File: config.mk
export PLATFORM = sky130hd
export DESIGN_NAME = ffha_ctrl
export DESIGN_NICKNAME = d
export VERILOG_FILES = /design/src/ffha_pkg.sv /design/src/ffha_ctrl.sv
export SDC_FILE = /design/constraint.sdc
export NUM_CORES = 1
export LEC_CHECK = 0
export ABC_AREA = 1
export BUFFER_PORTS_ARGS = -buffer_cell sky130_fd_sc_hd__buf_4
export CORE_UTILIZATION = 47
export CTS_CLUSTER_SIZE = 20
export DETAILED_ROUTE_END_ITERATION = 6
export PLACE_DENSITY = 0.88
export SLEW_MARGIN = 20
export SYNTH_ARGS = -nofsm -noshare
export SYNTH_HDL_FRONTEND = slang
export SYNTH_SLANG_ARGS = --single-unit
File: constraint.sdc
create_clock -name clk -period 1.53 [get_ports clk]
set_clock_uncertainty 0.1 [all_clocks]
set_input_delay 0.0765 -clock clk [delete_from_list [all_inputs] [get_ports clk]]
set_output_delay 0.0765 -clock clk [all_outputs]
set_load 0.03 [all_outputs]
File: src/ffha_pkg.sv
// ffha_pkg: shared constants and control types of the first-fit heap allocator
// depends on nothing; used by the controller, the datapath and the top level
package ffha_pkg;

  localparam int HEAP_WORDS_DEF   = 1024;
  localparam int HEADER_WORDS_DEF = 4;

  localparam logic CMD_ALLOC   = 1'b0;
  localparam logic CMD_RELEASE = 1'b1;

  localparam logic [2:0] WR_NONE   = 3'd0;
  localparam logic [2:0] WR_SETUP  = 3'd1;
  localparam logic [2:0] WR_USED   = 3'd2;
  localparam logic [2:0] WR_NEW    = 3'd3;
  localparam logic [2:0] WR_LINK_A = 3'd4;
  localparam logic [2:0] WR_FREE   = 3'd5;
  localparam logic [2:0] WR_FIN    = 3'd6;
  localparam logic [2:0] WR_LINK_R = 3'd7;

  localparam logic [1:0] PTR_HOLD  = 2'd0;
  localparam logic [1:0] PTR_NEXT  = 2'd1;
  localparam logic [1:0] PTR_PREV  = 2'd2;
  localparam logic [1:0] PTR_CNEXT = 2'd3;

  typedef struct packed {
    logic       load;
    logic [1:0] ptr_sel;
    logic       cap;
    logic       merge_prev;
    logic       merge_next;
    logic [2:0] wr;
    logic       set_ready;
    logic       res_set;
    logic       res_ok;
  } dp_cmd_t;

  typedef struct packed {
    logic alloc_cmd;
    logic want_zero;
    logic ready;
    logic rel_bad;
    logic fit;
    logic split;
    logic hit;
    logic past;
    logic rfree;
    logic rnext_seg;
    logic cprev_seg;
    logic cnext_seg;
  } dp_stat_t;

endpackage

File: src/ffha_ctrl.sv
// ffha_ctrl: sequencing state machine for allocate and release items
// depends on ffha_pkg; drives ffha_dp through dp_cmd_t and reads dp_stat_t
module ffha_ctrl (
  input  logic               clk,
  input  logic               rst,
  input  logic               start,
  input  ffha_pkg::dp_stat_t stat,
  output ffha_pkg::dp_cmd_t  dcmd,
  output logic               busy,
  output logic               done
);

  localparam logic [4:0] S_IDLE   = 5'd0;
  localparam logic [4:0] S_DECIDE = 5'd1;
  localparam logic [4:0] S_SETUP  = 5'd2;
  localparam logic [4:0] S_A_RD   = 5'd3;
  localparam logic [4:0] S_A_EV   = 5'd4;
  localparam logic [4:0] S_A_W1   = 5'd5;
  localparam logic [4:0] S_A_W2   = 5'd6;
  localparam logic [4:0] S_A_W3   = 5'd7;
  localparam logic [4:0] S_W_RD   = 5'd8;
  localparam logic [4:0] S_W_EV   = 5'd9;
  localparam logic [4:0] S_R_FREE = 5'd10;
  localparam logic [4:0] S_R_PRD  = 5'd11;
  localparam logic [4:0] S_R_PEV  = 5'd12;
  localparam logic [4:0] S_R_NCHK = 5'd13;
  localparam logic [4:0] S_R_NRD  = 5'd14;
  localparam logic [4:0] S_R_NEV  = 5'd15;
  localparam logic [4:0] S_R_FIN  = 5'd16;
  localparam logic [4:0] S_R_LNK  = 5'd17;
  localparam logic [4:0] S_RESP   = 5'd18;

  logic [4:0] state;
  logic [4:0] state_next;

  always_ff @(posedge clk) begin
    if (rst) begin
      state <= S_IDLE;
    end else begin
      state <= state_next;
    end
  end

  assign busy = (state != S_IDLE);
  assign done = (state == S_RESP);

  always_comb begin
    state_next      = state;
    dcmd            = '0;
    dcmd.ptr_sel    = ffha_pkg::PTR_HOLD;
    dcmd.wr         = ffha_pkg::WR_NONE;
    case (state)
      S_IDLE: begin
        if (start) begin
          dcmd.load  = 1'b1;
          state_next = S_DECIDE;
        end
      end
      S_DECIDE: begin
        if (stat.alloc_cmd) begin
          if (stat.want_zero) begin
            dcmd.res_set = 1'b1;
            state_next   = S_RESP;
          end else if (!stat.ready) begin
            state_next = S_SETUP;
          end else begin
            state_next = S_A_RD;
          end
        end else if (stat.rel_bad) begin
          dcmd.res_set = 1'b1;
          state_next   = S_RESP;
        end else begin
          state_next = S_W_RD;
        end
      end
      S_SETUP: begin
        dcmd.wr        = ffha_pkg::WR_SETUP;
        dcmd.set_ready = 1'b1;
        state_next     = S_A_RD;
      end
      S_A_RD: state_next = S_A_EV;
      S_A_EV: begin
        if (stat.fit) begin
          dcmd.cap   = 1'b1;
          state_next = S_A_W1;
        end else if (stat.rnext_seg) begin
          dcmd.ptr_sel = ffha_pkg::PTR_NEXT;
          state_next   = S_A_RD;
        end else begin
          dcmd.res_set = 1'b1;
          state_next   = S_RESP;
        end
      end
      S_A_W1: begin
        dcmd.wr = ffha_pkg::WR_USED;
        if (stat.split) begin
          state_next = S_A_W2;
        end else begin
          dcmd.res_set = 1'b1;
          dcmd.res_ok  = 1'b1;
          state_next   = S_RESP;
        end
      end
      S_A_W2: begin
        dcmd.wr = ffha_pkg::WR_NEW;
        if (stat.cnext_seg) begin
          state_next = S_A_W3;
        end else begin
          dcmd.res_set = 1'b1;
          dcmd.res_ok  = 1'b1;
          state_next   = S_RESP;
        end
      end
      S_A_W3: begin
        dcmd.wr      = ffha_pkg::WR_LINK_A;
        dcmd.res_set = 1'b1;
        dcmd.res_ok  = 1'b1;
        state_next   = S_RESP;
      end
      S_W_RD: state_next = S_W_EV;
      S_W_EV: begin
        if (stat.hit) begin
          if (stat.rfree) begin
            dcmd.res_set = 1'b1;
            state_next   = S_RESP;
          end else begin
            dcmd.cap   = 1'b1;
            state_next = S_R_FREE;
          end
        end else if (stat.past || !stat.rnext_seg) begin
          dcmd.res_set = 1'b1;
          state_next   = S_RESP;
        end else begin
          dcmd.ptr_sel = ffha_pkg::PTR_NEXT;
          state_next   = S_W_RD;
        end
      end
      S_R_FREE: begin
        dcmd.wr = ffha_pkg::WR_FREE;
        if (stat.cprev_seg) begin
          dcmd.ptr_sel = ffha_pkg::PTR_PREV;
          state_next   = S_R_PRD;
        end else begin
          state_next = S_R_NCHK;
        end
      end
      S_R_PRD: state_next = S_R_PEV;
      S_R_PEV: begin
        dcmd.merge_prev = stat.rfree;
        state_next      = S_R_NCHK;
      end
      S_R_NCHK: begin
        if (stat.cnext_seg) begin
          dcmd.ptr_sel = ffha_pkg::PTR_CNEXT;
          state_next   = S_R_NRD;
        end else begin
          state_next = S_R_FIN;
        end
      end
      S_R_NRD: state_next = S_R_NEV;
      S_R_NEV: begin
        if (stat.rfree) begin
          dcmd.merge_next = 1'b1;
          state_next      = S_R_NCHK;
        end else begin
          state_next = S_R_FIN;
        end
      end
      S_R_FIN: begin
        dcmd.wr = ffha_pkg::WR_FIN;
        if (stat.cnext_seg) begin
          state_next = S_R_LNK;
        end else begin
          dcmd.res_set = 1'b1;
          dcmd.res_ok  = 1'b1;
          state_next   = S_RESP;
        end
      end
      S_R_LNK: begin
        dcmd.wr      = ffha_pkg::WR_LINK_R;
        dcmd.res_set = 1'b1;
        dcmd.res_ok  = 1'b1;
        state_next   = S_RESP;
      end
      S_RESP: state_next = S_IDLE;
      default: state_next = S_IDLE;
    endcase
  end

endmodule

==> results by group, run 1 <==
Yosys
  – Post-synthesis sequential area ratio: between 10% and 20%
  – Yosys warns: 0
  – Post-Syn Nets: between 150 and 200
  – Synth unique cells: 23
  – Synthesized area: slightly above 700 um^2
  – Mapped Cells: approximately 140
  – Cells taking the most area after synthesis: nand2_1, dfxtp_1, nand3_1
  – Syn_area_per_cell: approximately 5.2 um^2
  – Yosys reg bits: 5
  – Synth area leader: nand2_1
  – Yosys top cell area share: between 15 and 20%

Floorplan
  – Die W: slightly above 40 um
  – IO Count: 29
  – Starting Density: between 50% and 60%
  – Die height: roughly 41 um
  – Row cnt: 13

CTS
  – Htree depth: 1
  – CTS Buf Count: 3
  – Clock sink count: 5
  – Clk buf depth: 2
  – Clock root buffer master: clkbuf_4

STA
  – Worst EP post-GRT repair: dcmd[0]
  – Worst EP kind: primary output

Placement
  – Placement Cell Area: 1016 um^2
  – Detailed placement HPWL: roughly 2000 um
  – Port bufs: 28
  – Routability cong.: between 0.9 and 1

Status
  – Status: stopped before the end
  – Error msg: [ERROR DPL-0038] Utilization greater than 100%, impossible to legalize
  – Stopped at: global routing (5_1_grt)

Global routing
  – Pin count of the biggest net entering global routing: 12
synthesized netlist by cell type:
library cell  number
buf_6              1
nand2_1           36
a21oi_1            3
buf_2              1
nor2_2             6
inv_2              3
dfxtp_1            5
o21ai_0            4
nand2_2            1
o221ai_1           1
inv_1             17
o31ai_1            1
o21bai_1           1
nand3_1           20
nand4_1            5
or2_2              1
and2_4             1
nand3b_1           2
nor2_1            26
nand4_2            1
nand2b_1           1
nor3_1             3
o21ai_1            1
timing repair:
action                                  CTS
setup buffers                            11
endpoints found under the setup margin   10
gates resized for setup                  35
pin swaps                                 8
hold endpoints to repair                  4
hold buffers                              1
cell families after synthesis:
family,after synthesis,share of synthesized area (%)
and+or+nand+nor,103,64.89
buffers and inverters,22,12.56
AOI/OAI and AO/OA,11,8.778
DFF,5,13.77
per-stage QoR:
step	cells	TNS, ns	hold WS [ns]	utilization (%)	setup slack [ns]
CTS	206	-0.2797	0.007739	90.57	-0.07401
global placement	190	0	0.1769	74.36	0.004659
floorplan	141	0	0.04557	-	0.02783
detailed placement	190	-0.007227	0.1798	74.36	-0.007227
==> run 2: changes to the inputs <==
Settings changed: CORE_AREA set to 2 2 63 65, CORE_UTILIZATION 47 to unset, CTS_CLUSTER_SIZE 20 to unset, DIE_AREA set to 0 0 65 67, PLACE_DENSITY 0.88 to unset, PLACE_DENSITY_LB_ADDON set to 0.15.
==> results by group, run 2 <==
Power
  – PD cells: 1514 nW/um^2
  – Switch share: 50.33%
  – Comb pwr share: about three quarters
  – Clock group share of total power: a little under an eighth
  – NetSw: 1.077 mW
  – Peak supply drop: about 0.5 mV
  – Seq pwr share: 13.7%
  – Total power: around 2.1 mW
  – Pleak: a little under 0.7 nW
  – Int Pwr: 1.063 mW

Yosys
  – Post-synthesis sequential area ratio: 13.77%
  – Cells taking the most area after synthesis: nand2_1, dfxtp_1, nand3_1
  – Synth Area in Simple Gates: 64.89%
  – Syn_area_per_cell: a little over 5 um^2
  – Post-synth top cells: nand2_1, nor2_1, nand3_1
  – Post-Syn Nets: 156
  – Yosys reg bits: 5
  – Synth Area in Adders: 0%
  – Post-synth ARST share: 0%
  – Number of synthesized flops with an enable pin: 0
  – Count leader, synth: nand2_1
  – Main combinational cell family by area after synthesis: simple AND/OR/NAND/NOR gates
  – Main synth FF type: dfxtp_1
  – Synthesized area: between 700 and 800 um^2
  – Compound-gate portion of the synthesized area: ~8.8%
  – Synth unique cells: 23
  – Yosys warns: 0
  – Mapped Cells: around 140
  – Synth area leader: nand2_1
  – XOR/XNOR Fraction of Synth Area: 0%
  – Yosys top cell area share: between 10% and 20%
  – Mux cell area share after synthesis: 0%

Setup path
  – Worst setup EP type: primary output
  – CP Launch Point: state[3]$_SDFFE_PP0P_
  – Startpoint Class: flip-flop
  – Worst R2R Start: state[0]$_SDFFE_PP0P_
  – Largest fanout on the critical path: 5
  – CP Class: flip-flop to primary output
  – Critical path arrival: roughly 1.4 ns
  – WP data required: approximately 1.4 ns

CTS
  – Htree depth: 1
  – Clock root buffer master: clkbuf_8
  – Clk slew on worst S/H paths: about 0.040 ns
  – CTS tree: built
  – Skew-Pair Late Insertion Delay: between 0.2 and 0.25 ns
  – Clock sink count: 5
  – Clk buf depth: 2
  – CTS Buf Count: 3

Drt
  – Routed WL per cell: between 10 and 15 um
  – Via Count: between 1000 and 1500
  – DRT iter0 DRCs: 35
  – Vias per cell: 4.504
  – First-pass iteration count of the detailed router: 4
  – Total wire length: roughly 2900 um
  – Residual DRC count: 0
  – Antenna viol nets, final: 0

Global routing
  – Global-route wire length before repair: 4767 um
  – Vias in the first global route: between 1000 and 1500
  – Pin count of the biggest net entering global routing: 13
  – Global-route usage over all layers: roughly 14%
  – Initial antenna violation count: 0
  – Gr ovfl total: 0

Status
  – Failing checks: setup timing
  – Status: finished, violations left

STA
  – RSZ-0062 raised after global routing: true
  – Hold Slack: approximately 0.038 ns
  – F_max: ~630 MHz
  – Slack of the critical path: -0.06328 ns
  – Final Cycle Share: 104.1%
  – Slew @ Worst Pin: between 0.15 and 0.2 ns
  – Final setup fails: 4
  – Final min period: 1.593 ns
  – Max-slew violations: 0
  – Final hold violations: 0
  – Max_slew headroom: 86.63%

Finish
  – FILL cells: between 300 and 400
  – Sequential Area: around 120 um^2
  – Largest regs: state (5)
  – Synthesis-to-layout area growth: 94.49%
  – # diodes: 0
  – Fin nets: 208
  – Largest reg by FF count: state
  – Multi-input gate area: 709.4 um^2
  – Commonest non-fill, non-tap cell in the layout: buf_4
  – Max reg flops: 5
  – Fin cells: 240
  – Most frequent cells in the layout: buf_4, nand2_1, nand3_1, nor2_1, inv_1
  – Fin area: roughly 1400 um^2
  – Share of cells above drive strength 1: 53.65%

Floorplan
  – Die W: 65 um
  – CORE AREA: approximately 3600 um^2
  – Die height: 67 um
  – IO Count: 29
  – Starting Density: 20.16%
  – Die area: about 4400 um^2
  – Row cnt: 22

Placement
  – Routability cong.: 0.9297
  – Placed cell count: roughly 230
  – Placement Cell Area: between 1000 and 1500 um^2
  – Port bufs: 28
  – Pre-CTS WS: around 0.027 ns
  – Detailed placement HPWL: between 2000 and 2500 um

Flow run
  – Max_cap viols: 0

Min path
  – Hold Startpoint: start
  – HP Class: primary input to flip-flop
run 2: cell counts after synthesis:
Identical to the previous run, type by type.
run 2: layout make-up:
class | instances | area share (%)
Multi-Input combinational cell | 114 | 50.18
Inverter | 20 | 6.195
Timing Repair Buffer | 49 | 28.05
Clock buffer | 4 | 3.186
Sequential cell | 5 | 8.142
Tap cell | 48 | 4.248
run 2: path summary, 6_finish.rpt:
check	depth (start not counted)	slack [ns]	endpoint
hold / removal	3	0.04	state[0]$_SDFFE_PP0P_
hold reg to reg	3	0.63	state[2]$_SDFFE_PP0P_
setup reg to reg	9	0.08	state[0]$_SDFFE_PP0P_
setup / recovery	8	-0.06	dcmd[1]
run 2: metal layers:
metal  vias to the layer above  track usage [%]  share of wire, %
met5                         -                0                 0
li1                        562                -                 -
met3                         4            2.534               3.9
met2                        31            24.87                49
met4                         0            2.926               1.5
met1                       484            17.69                46
run 2: kinds of logic after synthesis:
group / after synthesis
AND/OR/NAND/NOR: 103
buffers and inverters: 22
AO/OA/AOI/OAI: 11
flip-flops: 5
run 2: critical path, stage by stage (launching register included):
cell and delay (ns):
dfxtp_4 0.41, inv_6 0.06, nor2_4 0.09, nand2_2 0.07
nor2_4 0.11, nand2_1 0.07, nand4_1 0.12, nand2b_4 0.14
buf_6 0.12
run 2: through the flow:
stage,setup TNS [ns],utilization (%)
floorplan,0,-
global placement,-0.01082,30.36
detailed placement,0,30.36
CTS,-0.1932,34.94
global route,-0.7029,39.21
finish,-0.1708,39.21
run 2: repair_timing:
action,in CTS,in global routing
pin swaps,5,7
gates resized for setup,35,32
cloned,0,0
endpoints found under the hold margin,4,0
setup buffers,3,5
hold buffers,1,0
endpoints found under the setup margin,9,11
run 2: power groups by stage:
| stage | Combinational (mW) | Clock, mW | Sequential [mW] |
|---|---|---|---|
| after global routing | 1.73 | 0.260 | 0.303 |
| final | 1.60 | 0.242 | 0.294 |
| after floorplan | 0.748 | 0 | 0.218 |
| after CTS | 1.38 | 0.246 | 0.278 |
| after global placement | 1.25 | 0 | 0.232 |
| after detailed placement | 1.23 | 0 | 0.234 |
Power figures use the tool's default switching activity.
